File: config.mk
export PLATFORM = sky130hd
export DESIGN_NAME = audio_channel_pacer
export DESIGN_NICKNAME = d
export VERILOG_FILES = /design/src/rtl/acp_pkg.sv /design/src/rtl/acp_div.sv /design/src/rtl/acp_dp.sv /design/src/rtl/acp_ctrl.sv /design/src/rtl/audio_channel_pacer.sv
export SDC_FILE = /design/constraint.sdc
export NUM_CORES = 2
export LEC_CHECK = 0
export ABC_AREA = 1
export BUFFER_PORTS_ARGS = -buffer_cell sky130_fd_sc_hd__buf_2
export CAP_MARGIN = 20
export CORE_UTILIZATION = 35
export CTS_CLUSTER_DIAMETER = 30
export DETAILED_ROUTE_END_ITERATION = 8
export GPL_ROUTABILITY_DRIVEN = 0
export PLACE_DENSITY_LB_ADDON = 0.1
export RECOVER_POWER = 25
export SLEW_MARGIN = 10
export SYNTH_ARGS = -nofsm -noshare
export SYNTH_HDL_FRONTEND = slang
export SYNTH_HIERARCHICAL = 1
export SYNTH_SLANG_ARGS = --single-unit
File: constraint.sdc
create_clock -name clk -period 8.68 [get_ports clk]
set_clock_uncertainty 0.1 [all_clocks]
set_input_delay 1.736 -clock clk [delete_from_list [all_inputs] [get_ports clk]]
set_output_delay 1.736 -clock clk [all_outputs]
set_load 0.01 [all_outputs]
File: src/rtl/acp_pkg.sv
package acp_pkg;

    typedef enum logic [2:0] {
        REQ_RESERVE  = 3'd0,
        REQ_RELEASE  = 3'd1,
        REQ_SET_LEN  = 3'd2,
        REQ_SET_FMT  = 3'd3,
        REQ_OUTPUT   = 3'd4,
        REQ_REST_LEN = 3'd5
    } req_code_t;

    typedef enum logic [2:0] {
        ST_IDLE,
        ST_EXEC,
        ST_LOAD,
        ST_DIV,
        ST_UPDATE,
        ST_PUSH
    } ctrl_state_t;

    typedef struct packed {
        logic capture;
        logic exec;
        logic load;
        logic update;
        logic push;
    } acp_cmd_t;

    typedef struct packed {
        logic needs_div;
        logic div_busy;
        logic out_free;
    } acp_sts_t;

    localparam int unsigned US_PER_S = 1000000;
    localparam int unsigned RATE_HZ  = 44100;
    localparam int unsigned COMMON_F = 100;

    // Frames to microseconds: frames * FRAME_NUM / FRAME_DEN.
    localparam int unsigned FRAME_NUM = US_PER_S / COMMON_F;
    localparam int unsigned FRAME_DEN = RATE_HZ / COMMON_F;
    // Microseconds to frames: us * REST_NUM / REST_DEN.
    localparam int unsigned REST_NUM = RATE_HZ / COMMON_F;
    localparam int unsigned REST_DEN = US_PER_S / COMMON_F;

    localparam int TIME_W      = 48;
    localparam int FRAME_W     = 16;
    localparam int SCALED_W    = 30;
    localparam int ADD_W       = 21;
    localparam int DIVIDEND_W  = 64;
    localparam int DIVISOR_W   = 14;
    localparam int DIGIT_W     = 16;
    localparam int NUM_DIGITS  = DIVIDEND_W / DIGIT_W;
    localparam int DIG_CNT_W   = $clog2(NUM_DIGITS);
    localparam int PART_W      = DIVISOR_W + DIGIT_W;
    localparam int RECIP_W     = 31;
    localparam int PROD_W      = PART_W + RECIP_W;
    localparam int QUOT_W      = 32;
    localparam int MONO_BIT    = 4;

    // For x below 2**PART_W, (x * RECIP) >> SHIFT equals x / d exactly when
    // SHIFT is PART_W plus ceil(log2(d)) and RECIP is ceil(2**SHIFT / d).
    localparam int FRAME_SHIFT = PART_W + $clog2(FRAME_DEN);
    localparam int REST_SHIFT  = PART_W + $clog2(REST_DEN);
    localparam longint unsigned FRAME_RECIP =
        ((64'd1 << FRAME_SHIFT) + FRAME_DEN - 1) / FRAME_DEN;
    localparam longint unsigned REST_RECIP =
        ((64'd1 << REST_SHIFT) + REST_DEN - 1) / REST_DEN;

endpackage

File: src/rtl/acp_div.sv
module acp_div (
    input  logic                                clk,
    input  logic                                rst_n,
    input  logic                                start,
    input  logic                                sel_rest,
    input  logic [acp_pkg::DIVIDEND_W-1:0]      dividend,
    output logic                                busy,
    output logic [acp_pkg::QUOT_W-1:0]          quotient
);
    import acp_pkg::*;

    logic                  busy_reg, busy_next;
    logic                  phase_reg, phase_next;
    logic                  sel_reg, sel_next;
    logic [DIG_CNT_W-1:0]  cnt_reg, cnt_next;
    logic [DIVIDEND_W-1:0] dvd_reg, dvd_next;
    logic [DIVISOR_W-1:0]  rem_reg, rem_next;
    logic [QUOT_W-1:0]     quot_reg, quot_next;
    logic [PROD_W-1:0]     prod_reg, prod_next;
    logic [PART_W-1:0]     part;
    logic [RECIP_W-1:0]    recip;
    logic [DIVISOR_W-1:0]  dsr;
    logic [DIGIT_W-1:0]    digit_q;
    logic [PART_W-1:0]     back;

    // Long division by a constant, one 16-bit digit at a time from the top.
    // The partial dividend (remainder and next digit) stays below 2**PART_W,
    // so the reciprocal product gives the exact quotient digit. The first phase
    // of a digit forms the product, the second takes the remainder.
    assign part    = {rem_reg, dvd_reg[DIVIDEND_W-1 -: DIGIT_W]};
    assign recip   = sel_reg ? RECIP_W'(REST_RECIP) : RECIP_W'(FRAME_RECIP);
    assign dsr     = sel_reg ? DIVISOR_W'(REST_DEN) : DIVISOR_W'(FRAME_DEN);
    assign digit_q = sel_reg ? prod_reg[REST_SHIFT +: DIGIT_W]
                             : prod_reg[FRAME_SHIFT +: DIGIT_W];
    assign back    = PART_W'(digit_q) * PART_W'(dsr);

    always_comb
    begin
        busy_next  = busy_reg;
        phase_next = phase_reg;
        sel_next   = sel_reg;
        cnt_next   = cnt_reg;
        dvd_next   = dvd_reg;
        rem_next   = rem_reg;
        quot_next  = quot_reg;
        prod_next  = prod_reg;
        if (start)
        begin
            busy_next  = 1'b1;
            phase_next = 1'b0;
            sel_next   = sel_rest;
            cnt_next   = DIG_CNT_W'(NUM_DIGITS - 1);
            dvd_next   = dividend;
            rem_next   = '0;
            quot_next  = '0;
        end
        else if (busy_reg)
        begin
            phase_next = !phase_reg;
            if (!phase_reg)
            begin
                prod_next = PROD_W'(part) * PROD_W'(recip);
            end
            else
            begin
                rem_next  = DIVISOR_W'(part - back);
                quot_next = {quot_reg[QUOT_W-DIGIT_W-1:0], digit_q};
                dvd_next  = dvd_reg << DIGIT_W;
                if (cnt_reg == '0)
                begin
                    busy_next = 1'b0;
                end
                else
                begin
                    cnt_next = cnt_reg - 1'b1;
                end
            end
        end
    end

    always_ff @(posedge clk or negedge rst_n)
    begin
        if (!rst_n)
        begin
            busy_reg  <= 1'b0;
            phase_reg <= 1'b0;
            cnt_reg   <= '0;
        end
        else
        begin
            busy_reg  <= busy_next;
            phase_reg <= phase_next;
            cnt_reg   <= cnt_next;
        end
    end

    always_ff @(posedge clk)
    begin
        sel_reg  <= sel_next;
        dvd_reg  <= dvd_next;
        rem_reg  <= rem_next;
        quot_reg <= quot_next;
        prod_reg <= prod_next;
    end

    assign busy     = busy_reg;
    assign quotient = quot_reg;

endmodule

File: src/rtl/acp_dp.sv
module acp_dp #(
    parameter int NUM_CHANNELS = 8
) (
    input  logic                            clk,
    input  logic                            rst_n,
    input  acp_pkg::acp_cmd_t               cmd,
    output acp_pkg::acp_sts_t               sts,
    input  logic [2:0]                      req_type,
    input  logic signed [7:0]               channel_number,
    input  logic [15:0]                     sample_count,
    input  logic [15:0]                     format_word,
    input  logic [47:0]                     now_us,
    output logic                            rsp_valid,
    input  logic                            rsp_stall,
    output logic                            status,
    output logic [31:0]                     reply_value,
    output logic [31:0]                     wait_us,
    output logic                            is_mono
);
    import acp_pkg::*;

    localparam int IDX_W = (NUM_CHANNELS > 1) ? $clog2(NUM_CHANNELS) : 1;

    // Captured transaction
    logic [2:0]         req_reg;
    logic signed [7:0]  chan_reg;
    logic [15:0]        count_reg;
    logic [15:0]        fmt_reg;
    logic [TIME_W-1:0]  now_reg;

    // Channel table
    logic               flag_reg   [NUM_CHANNELS];
    logic [FRAME_W-1:0] frames_reg [NUM_CHANNELS];
    logic [15:0]        format_reg [NUM_CHANNELS];
    logic [TIME_W-1:0]  qend_reg   [NUM_CHANNELS];

    // Intermediate values between phases
    logic [TIME_W-1:0]  end_stg_reg, end_stg_next;
    logic [TIME_W-1:0]  rem_stg_reg, rem_stg_next;
    logic [FRAME_W-1:0] frames_stg_reg, frames_stg_next;

    // Staged result
    logic               res_status_reg, res_status_next;
    logic [31:0]        res_value_reg, res_value_next;
    logic [31:0]        res_wait_reg, res_wait_next;
    logic               res_mono_reg, res_mono_next;

    // Output register
    logic               rsp_valid_reg;
    logic               status_reg;
    logic [31:0]        reply_value_reg;
    logic [31:0]        wait_us_reg;
    logic               is_mono_reg;

    logic               chan_ok;
    logic [IDX_W-1:0]   idx;
    logic               free_found;
    logic [IDX_W-1:0]   free_idx;
    logic               rsv_ok;
    logic [IDX_W-1:0]   rsv_idx;
    logic [TIME_W-1:0]  qend_rd;
    logic [TIME_W-1:0]  raised;
    logic [TIME_W-1:0]  wait_full;
    logic [TIME_W-1:0]  rem_now;
    logic [SCALED_W-1:0]   frame_scaled;
    logic [DIVIDEND_W-1:0] rem_scaled;
    logic [DIVIDEND_W-1:0] div_dividend;
    logic                  div_sel_rest;
    logic [QUOT_W-1:0]     div_quot;
    logic                  div_busy;
    logic [TIME_W:0]       end_sum;

    logic               wr_flag_en;
    logic               wr_flag_val;
    logic               wr_frames_en;
    logic               wr_format_en;
    logic               wr_qend_en;
    logic [IDX_W-1:0]   wr_idx;
    logic [TIME_W-1:0]  wr_qend_val;

    always_ff @(posedge clk)
    begin
        if (cmd.capture)
        begin
            req_reg   <= req_type;
            chan_reg  <= channel_number;
            count_reg <= sample_count;
            fmt_reg   <= format_word;
            now_reg   <= now_us;
        end
    end

    assign chan_ok = !chan_reg[7] && ($unsigned(chan_reg) < 8'(NUM_CHANNELS));
    // Out-of-range channels read entry zero; their results never use it.
    assign idx     = chan_ok ? chan_reg[IDX_W-1:0] : '0;
    assign qend_rd = qend_reg[idx];

    always_comb
    begin
        free_found = 1'b0;
        free_idx   = '0;
        for (int i = NUM_CHANNELS - 1; i >= 0; i--)
        begin
            if (!flag_reg[i])
            begin
                free_found = 1'b1;
                free_idx   = IDX_W'(i);
            end
        end
    end

    always_comb
    begin
        if (chan_reg[7])
        begin
            rsv_ok  = free_found;
            rsv_idx = free_idx;
        end
        else
        begin
            rsv_ok  = chan_ok && !flag_reg[idx];
            rsv_idx = idx;
        end
    end

    assign raised    = (qend_rd < now_reg) ? now_reg : qend_rd;
    assign wait_full = raised - now_reg;
    assign rem_now   = (qend_rd > now_reg) ? (qend_rd - now_reg) : '0;

    assign frame_scaled = SCALED_W'(frames_stg_reg) * SCALED_W'(FRAME_NUM);
    assign rem_scaled   = DIVIDEND_W'(rem_stg_reg) * DIVIDEND_W'(REST_NUM);
    assign div_dividend = (req_reg == REQ_OUTPUT) ? DIVIDEND_W'(frame_scaled) : rem_scaled;
    assign div_sel_rest = (req_reg != REQ_OUTPUT);

    acp_div u_div (
        .clk      (clk),
        .rst_n    (rst_n),
        .start    (cmd.load),
        .sel_rest (div_sel_rest),
        .dividend (div_dividend),
        .busy     (div_busy),
        .quotient (div_quot)
    );

    assign end_sum = {1'b0, end_stg_reg} + (TIME_W + 1)'(div_quot[ADD_W-1:0]);

    always_comb
    begin
        wr_flag_en      = 1'b0;
        wr_flag_val     = 1'b0;
        wr_frames_en    = 1'b0;
        wr_format_en    = 1'b0;
        wr_qend_en      = 1'b0;
        wr_idx          = idx;
        wr_qend_val     = '0;
        end_stg_next    = end_stg_reg;
        rem_stg_next    = rem_stg_reg;
        frames_stg_next = frames_stg_reg;
        res_status_next = res_status_reg;
        res_value_next  = res_value_reg;
        res_wait_next   = res_wait_reg;
        res_mono_next   = res_mono_reg;
        if (cmd.exec)
        begin
            res_status_next = 1'b0;
            res_value_next  = '0;
            res_wait_next   = '0;
            res_mono_next   = 1'b0;
            unique case (req_reg)
                REQ_RESERVE:
                begin
                    res_status_next = !rsv_ok;
                    if (rsv_ok)
                    begin
                        wr_idx         = rsv_idx;
                        wr_flag_en     = 1'b1;
                        wr_flag_val    = 1'b1;
                        wr_frames_en   = 1'b1;
                        wr_format_en   = 1'b1;
                        wr_qend_en     = 1'b1;
                        res_value_next = 32'(rsv_idx);
                    end
                end
                REQ_RELEASE:
                begin
                    wr_flag_en = chan_ok;
                end
                REQ_SET_LEN:
                begin
                    wr_frames_en = chan_ok;
                end
                REQ_SET_FMT:
                begin
                    wr_format_en = chan_ok;
                end
                REQ_OUTPUT:
                begin
                    res_status_next = !chan_ok;
                    if (chan_ok)
                    begin
                        frames_stg_next = frames_reg[idx];
                        end_stg_next    = raised;
                        res_value_next  = 32'(frames_reg[idx]);
                        res_wait_next   = (|wait_full[TIME_W-1:32]) ? '1 : wait_full[31:0];
                        res_mono_next   = format_reg[idx][MONO_BIT];
                    end
                end
                REQ_REST_LEN:
                begin
                    res_status_next = !chan_ok;
                    rem_stg_next    = rem_now;
                end
                default:
                begin
                    res_status_next = 1'b1;
                end
            endcase
        end
        else if (cmd.update)
        begin
            if (req_reg == REQ_OUTPUT)
            begin
                wr_qend_en  = 1'b1;
                wr_qend_val = end_sum[TIME_W] ? '1 : end_sum[TIME_W-1:0];
            end
            else
            begin
                res_value_next = div_quot;
            end
        end
    end

    always_ff @(posedge clk or negedge rst_n)
    begin
        if (!rst_n)
        begin
            for (int i = 0; i < NUM_CHANNELS; i++)
            begin
                flag_reg[i]   <= 1'b0;
                frames_reg[i] <= '0;
                format_reg[i] <= '0;
                qend_reg[i]   <= '0;
            end
        end
        else
        begin
            if (wr_flag_en)
            begin
                flag_reg[wr_idx] <= wr_flag_val;
            end
            if (wr_frames_en)
            begin
                frames_reg[wr_idx] <= count_reg;
            end
            if (wr_format_en)
            begin
                format_reg[wr_idx] <= fmt_reg;
            end
            if (wr_qend_en)
            begin
                qend_reg[wr_idx] <= wr_qend_val;
            end
        end
    end

    always_ff @(posedge clk)
    begin
        end_stg_reg    <= end_stg_next;
        rem_stg_reg    <= rem_stg_next;
        frames_stg_reg <= frames_stg_next;
        res_status_reg <= res_status_next;
        res_value_reg  <= res_value_next;
        res_wait_reg   <= res_wait_next;
        res_mono_reg   <= res_mono_next;
    end

    always_ff @(posedge clk or negedge rst_n)
    begin
        if (!rst_n)
        begin
            rsp_valid_reg <= 1'b0;
        end
        else if (cmd.push)
        begin
            rsp_valid_reg <= 1'b1;
        end
        else if (!rsp_stall)
        begin
            rsp_valid_reg <= 1'b0;
        end
    end

    always_ff @(posedge clk)
    begin
        if (cmd.push)
        begin
            status_reg      <= res_status_reg;
            reply_value_reg <= res_value_reg;
            wait_us_reg     <= res_wait_reg;
            is_mono_reg     <= res_mono_reg;
        end
    end

    assign sts.needs_div = chan_ok && (req_reg == REQ_OUTPUT || req_reg == REQ_REST_LEN);
    assign sts.div_busy  = div_busy;
    assign sts.out_free  = !rsp_valid_reg || !rsp_stall;

    assign rsp_valid   = rsp_valid_reg;
    assign status      = status_reg;
    assign reply_value = reply_value_reg;
    assign wait_us     = wait_us_reg;
    assign is_mono     = is_mono_reg;

    a_load_starts_div: assert property (@(posedge clk) disable iff (!rst_n)
        cmd.load |=> div_busy)
        else $error("divider did not start after load");

    a_update_after_div: assert property (@(posedge clk) disable iff (!rst_n)
        cmd.update |-> (sts.needs_div && !div_busy))
        else $error("update issued while divider busy or not needed");

    a_push_sets_valid: assert property (@(posedge clk) disable iff (!rst_n)
        cmd.push |-> sts.out_free ##1 rsp_valid_reg)
        else $error("result pushed into an occupied output register");

endmodule

File: src/rtl/acp_ctrl.sv
module acp_ctrl (
    input  logic                clk,
    input  logic                rst_n,
    input  logic                req_valid,
    output logic                req_stall,
    input  acp_pkg::acp_sts_t   sts,
    output acp_pkg::acp_cmd_t   cmd
);
    import acp_pkg::*;

    ctrl_state_t state_reg, state_next;

    always_ff @(posedge clk or negedge rst_n)
    begin
        if (!rst_n)
        begin
            state_reg <= ST_IDLE;
        end
        else
        begin
            state_reg <= state_next;
        end
    end

    always_comb
    begin
        state_next = state_reg;
        cmd        = '0;
        req_stall  = 1'b1;
        unique case (state_reg)
            ST_IDLE:
            begin
                req_stall = 1'b0;
                if (req_valid)
                begin
                    cmd.capture = 1'b1;
                    state_next  = ST_EXEC;
                end
            end
            ST_EXEC:
            begin
                cmd.exec   = 1'b1;
                state_next = sts.needs_div ? ST_LOAD : ST_PUSH;
            end
            ST_LOAD:
            begin
                cmd.load   = 1'b1;
                state_next = ST_DIV;
            end
            ST_DIV:
            begin
                if (!sts.div_busy)
                begin
                    state_next = ST_UPDATE;
                end
            end
            ST_UPDATE:
            begin
                cmd.update = 1'b1;
                state_next = ST_PUSH;
            end
            ST_PUSH:
            begin
                if (sts.out_free)
                begin
                    cmd.push   = 1'b1;
                    state_next = ST_IDLE;
                end
            end
            default:
            begin
                state_next = ST_IDLE;
            end
        endcase
    end

endmodule

File: src/rtl/audio_channel_pacer.sv
// Audio channel pacer: a table of output channels that paces driver requests
// in virtual time. A request transaction (req_valid/req_stall) carries the
// request code, channel, frame count, format and the current time; each one
// produces exactly one response transaction (rsp_valid/rsp_stall) with the
// status, reply value, wait time and mono flag.
// Requests are handled one at a time. Reserve, release, set length, set
// format and rejected requests go from the execute state straight to the
// push state. Output and rest-length requests pass through a divider by a
// constant that forms one 16-bit quotient digit at a time by reciprocal
// multiplication, four digits in all, before the response is pushed; the
// next request is taken only after the response has been pushed.
// Reset clears every channel entry (not reserved, zero length, zero format,
// queue end at time zero) and empties the response register.
// A finished response waits in the output register while the receiver
// stalls; the block still takes and works on the next request and holds
// its result back until the output register is free.
module audio_channel_pacer #(
    parameter int NUM_CHANNELS = 8
) (
    input  logic                clk,
    input  logic                rst_n,
    input  logic                req_valid,
    output logic                req_stall,
    input  logic [2:0]          req_type,
    input  logic signed [7:0]   channel_number,
    input  logic [15:0]         sample_count,
    input  logic [15:0]         format_word,
    input  logic [47:0]         now_us,
    output logic                rsp_valid,
    input  logic                rsp_stall,
    output logic                status,
    output logic [31:0]         reply_value,
    output logic [31:0]         wait_us,
    output logic                is_mono
);
    import acp_pkg::*;

    acp_cmd_t cmd;
    acp_sts_t sts;

    acp_ctrl u_ctrl (
        .clk       (clk),
        .rst_n     (rst_n),
        .req_valid (req_valid),
        .req_stall (req_stall),
        .sts       (sts),
        .cmd       (cmd)
    );

    acp_dp #(
        .NUM_CHANNELS (NUM_CHANNELS)
    ) u_dp (
        .clk            (clk),
        .rst_n          (rst_n),
        .cmd            (cmd),
        .sts            (sts),
        .req_type       (req_type),
        .channel_number (channel_number),
        .sample_count   (sample_count),
        .format_word    (format_word),
        .now_us         (now_us),
        .rsp_valid      (rsp_valid),
        .rsp_stall      (rsp_stall),
        .status         (status),
        .reply_value    (reply_value),
        .wait_us        (wait_us),
        .is_mono        (is_mono)
    );

endmodule
==> results of run 1 <==
==> layer usage <==
layer / GRT usage [%]
met1: 33.6
met2: 42.1
met3: 3.27
met4: 11.0
met5: 0
==> metrics by stage <==
| stage | util [%] | instance area [um2] | worst slack (ps) |
|---|---|---|---|
| 5_1_grt | 41.0 | 102000 | 239 |
| 4_1_cts | 41.0 | 102000 | 739 |
| 3_5_place_dp | 37.4 | 92900 | 775 |
| 3_3_place_gp | 37.3 | 92900 | 692 |
| 2_1_floorplan | - | 87600 | 1490 |
==> cells by family after synthesis <==
group                      Yosys count
DFF                                988
buffers and inverters             2262
muxes                                1
AOI/OAI and AO/OA                 1364
other                                3
xor gates and xnor gates           134
adders and majority gates         1594
and+or+nand+nor                   4329
==> flow_metrics.tcl, run 1 <==
set metrics [dict create \
    status "did not finish" \
    lastStage "detailed routing (5_2_route)" \
    firstError "Error: u_dp/_00702_ 1 pin not visited #guides = 35" \
    num_rows 183 \
    cts.sinks 988 \
    cts_repair_resize_count 0 \
    netlist_top_cells_count "nand2_1 (3042), inv_1 (1912), ha_1 (821)" \
    die_h_um 502 \
    synth_top_family_by_area "adder cells" \
    synth_simple_gate_area_share_pct 19.8 \
    synth.distinct_cells 67 \
    syn_avg_cell_area_um2 8.20 \
    cts_root_buf "clkbuf_16" \
    synth_area_leaders "fa_1 (18%), dfrtp_1 (15%), edfxtp_1 (14%)" \
    die_w_um 502 \
    synth_edf_count 406 \
    synth_top_area_share_pct 17.7 \
    grt.overflow.total 0 \
    numPortBuffers 147 \
    synth_most_common_cell "nand2_1" \
    netlist_instances 10700 \
    grt_pass1_vias 73900 \
    grtUsageTotal_pct 25.6 \
    synth_seq_cells 988 \
    cts_setup_buffers 0 \
    async_reset_ff_share_pct 54.3 \
    grt_max_degree 146 \
    seq_area_frac_synth_pct 30.3 \
    synthAdderAreaFrac_pct 29.4 \
    synthFlopType "dfrtp_1" \
    initial_core_util_pct 35.2 \
    synth_area_um2 87500 \
    antenna_found_initial 14 \
    numPlacedInstances 14000 \
    ctsHoldBuffers 0 \
    yosys_warnings 6 \
    cts-buffers-inserted 287 \
    clk_path_buf_depth 4 \
    synth_compound_area_share_pct 9.20 \
    io_pins 163 \
    synth_largest_area_cell "fa_1" \
    grt_pass1_wl_um 478000 \
    synth-xor-area-share_pct 1.34 \
    dp_hpwl_um 246000 \
    synthMuxAreaShare_pct 0.0114 \
    cts_htree_levels 5 \
]
==> run 2: changes to the inputs <==
--- a/config.mk
+++ b/config.mk
@@ -8,11 +8,10 @@
 export ABC_AREA = 1
 export BUFFER_PORTS_ARGS = -buffer_cell sky130_fd_sc_hd__buf_2
 export CAP_MARGIN = 20
-export CORE_UTILIZATION = 35
-export CTS_CLUSTER_DIAMETER = 30
+export CORE_UTILIZATION = 20
 export DETAILED_ROUTE_END_ITERATION = 8
 export GPL_ROUTABILITY_DRIVEN = 0
-export PLACE_DENSITY_LB_ADDON = 0.1
+export PLACE_DENSITY_LB_ADDON = 0.15
 export RECOVER_POWER = 25
 export SLEW_MARGIN = 10
 export SYNTH_ARGS = -nofsm -noshare
==> run 2 against run 1 <==
Effect of this change:
- the flow now finishes, with violations (capacitance limit, slew limit)
- synthesized cell count stayed put
- global-route usage is 9.3 points lower
- area after synthesis stayed put
==> flow_metrics.tcl, run 2 <==
set metrics [dict create \
    synthFlopType "dfrtp_1" \
    die_w_um 664 \
    final_area_um2 101000 \
    netlist_instances 10700 \
    synthToLayoutAreaGrowth_pct 15.4 \
    cts_root_buf "clkbuf_16" \
    cts-buffers-inserted 140 \
    initial_core_util_pct 20.1 \
    final_common_cell "nand2_1" \
    synth_edf_count 406 \
    cts_repair_resize_count 0 \
    status "finished, violations left" \
    synth.distinct_cells 67 \
    final-setup-viol-count 0 \
    cap_violations 6 \
    io_pins 163 \
    netlist_top_cells_count "nand2_1 (3042), inv_1 (1912), ha_1 (821)" \
    clk_path_buf_depth 4 \
    async_reset_ff_share_pct 54.3 \
    postPlaceCellArea_um2 96600 \
    grt_pass1_vias 74000 \
    grt_setup_unrepaired "no" \
    seq_area_frac_synth_pct 30.3 \
    cts_tree "done" \
    grt_pass1_wl_um 529000 \
    worstPathArrival_ps 8750 \
    vias 70600 \
    synth_top_area_share_pct 17.7 \
    cts_setup_buffers 0 \
    violations "capacitance limit, slew limit" \
    antenna_found_initial 11 \
    worst-slew-pin-transition_ps 5630 \
    synth_seq_cells 988 \
    synth_area_um2 87500 \
    clock.fmax_mhz 121 \
    cts.sinks 988 \
    relSlewSlack_pct -276 \
    syn_avg_cell_area_um2 8.20 \
    drt_first_pass_iters 7 \
    yosys_warnings 6 \
    drtAntennaViolNets 0 \
    coreArea_um2 435000 \
    clkSlewWorstSetupHoldPaths_ps 60 \
    dp_hpwl_um 287000 \
    largest_reg_flops 384 \
    setup-tns-final_ps 0 \
    ctsHoldBuffers 0 \
    finalMaxSlewViolations 252 \
    die_h_um 664 \
    path_class "reg -> reg" \
    numPortBuffers 147 \
    period_needed_ps 8240 \
    cp_max_fo 38 \
    vias_per_cell 4.21 \
    insertion_delay_ps 880 \
    synth_largest_area_cell "fa_1" \
    synth_area_leaders "fa_1 (18%), dfrtp_1 (15%), edfxtp_1 (14%)" \
    grtUsageTotal_pct 16.3 \
    post-route-period-util_pct 94.9 \
    final_cell_mix "nand2_1 (3036), inv_1 (1904), ha_1 (821), fa_1 (773), nor2_1 (667)" \
    hold_viol_final 0 \
    synth_most_common_cell "nand2_1" \
    cts_htree_levels 4 \
    drt-initial-drc-count 4535 \
    cp-start-kind "flip-flop" \
    holdWs_ps 308 \
    dieArea_um2 440000 \
    drive_gt1_share_pct 6.80 \
    hold_class "reg -> reg" \
    fillers 48400 \
    drt_wl_total_um 363000 \
    layout.nets 12600 \
    critical_path_required_ps 9190 \
    grt.overflow.total 0 \
    avgRoutedWirePerCell_um 21.6 \
    end_kind "flip-flop" \
    grt_max_degree 132 \
    drc 0 \
    num_rows 242 \
]
-- run 2: critical path, stage by stage, from the launching register on --
cell	delay, ps
edfxtp_1	740
buf_12	340
nor2_1	240
nand2_1	210
nand2_1	110
inv_1	80
ha_1	360
inv_1	80
fa_1	530
inv_1	70
fa_1	580
fa_1	560
fa_1	600
fa_1	550
fa_1	540
fa_1	500
ha_1	340
a21oi_1	270
o21ai_0	230
a21oi_1	300
nor2_1	70
nor2_1	180
nor2_1	100
nor2_1	130
nand2_1	70
nand2_1	50
nand2_1	50
-- run 2: layer usage --
| layer | global-route usage [%] | routed length (um) | up-vias | share of wire [%] |
|---|---|---|---|---|
| met5 | 0 | 45 | - | 0.012 |
| met4 | 3.32 | 9030 | 8 | 2.5 |
| met3 | 1.33 | 10300 | 327 | 2.8 |
| met2 | 29.2 | 180000 | 1120 | 50 |
| met1 | 21.3 | 163000 | 34900 | 45 |
| li1 | - | - | 34300 | - |
-- run 2: logic make-up (layout without fill, tap and decap cells) --
logic type | after synthesis | in the layout | share of synthesized area [%]
muxes | 1 | 1 | 0.0114
and+or+nand+nor | 4329 | 4329 | 19.8
xor gates and xnor gates | 134 | 134 | 1.34
adders and majority gates | 1594 | 1594 | 29.4
other | 3 | 22 | 0.0129
buffers and inverters | 2262 | 2604 | 9.92
AOI/OAI and AO/OA | 1364 | 1364 | 9.20
DFF | 988 | 988 | 30.3
-- run 2: per-stage QoR --
step	setup slack [ps]	util [%]	instances
2_1_floorplan	1490	-	10700
3_5_place_dp	427	22.2	16500
3_3_place_gp	407	22.2	16500
5_1_grt	90.9	23.2	16800
4_1_cts	434	23.2	16800
6_report	441	23.2	16800
-- run 2: final timing paths --
| kind | from | slack [ps] | end | depth (start not counted) |
|---|---|---|---|---|
| min in group asynchronous | rst_n | 2910 | u_dp/qend_reg[124]$_DFFE_PN0P_ | 1 |
| worst min-delay path | u_dp/res_value_reg[17]$_SDFFCE_PP0P_ | 310 | u_dp/reply_value[17]$_DFFE_PP_ | 0 |
| worst max register to register | u_dp/u_div/sel_reg$_DFFE_PP_ | 440 | u_dp/u_div/prod_reg[59]$_DFFE_PP_ | 26 |
| worst max-delay path | u_dp/u_div/sel_reg$_DFFE_PP_ | 440 | u_dp/u_div/prod_reg[59]$_DFFE_PP_ | 26 |
| max in group asynchronous | rst_n | 1770 | u_dp/qend_reg[147]$_DFFE_PN0P_ | 3 |
| worst min register to register | u_dp/res_value_reg[17]$_SDFFCE_PP0P_ | 310 | u_dp/reply_value[17]$_DFFE_PP_ | 0 |
-- run 2: cell type report --
cell class / instances / area [um2] / share of cell area, %
Tap cell: 5734 / 7170 / 7.10
Inverter: 1928 / 7260 / 7.18
Clock inverter: 34 / 299 / 0.296
Multi-Input combinational cell: 7437 / 52500 / 52.0
Timing Repair Buffer: 433 / 3100 / 3.07
Clock buffer: 209 / 4160 / 4.11
Antenna cell: 7 / 17.5 / 0.0173
Sequential cell: 988 / 26500 / 26.3
Power of run 2 is left out: the tool's default activity adds up to more than one toggle a clock period on the data nets, which glitch-free logic cannot reach.
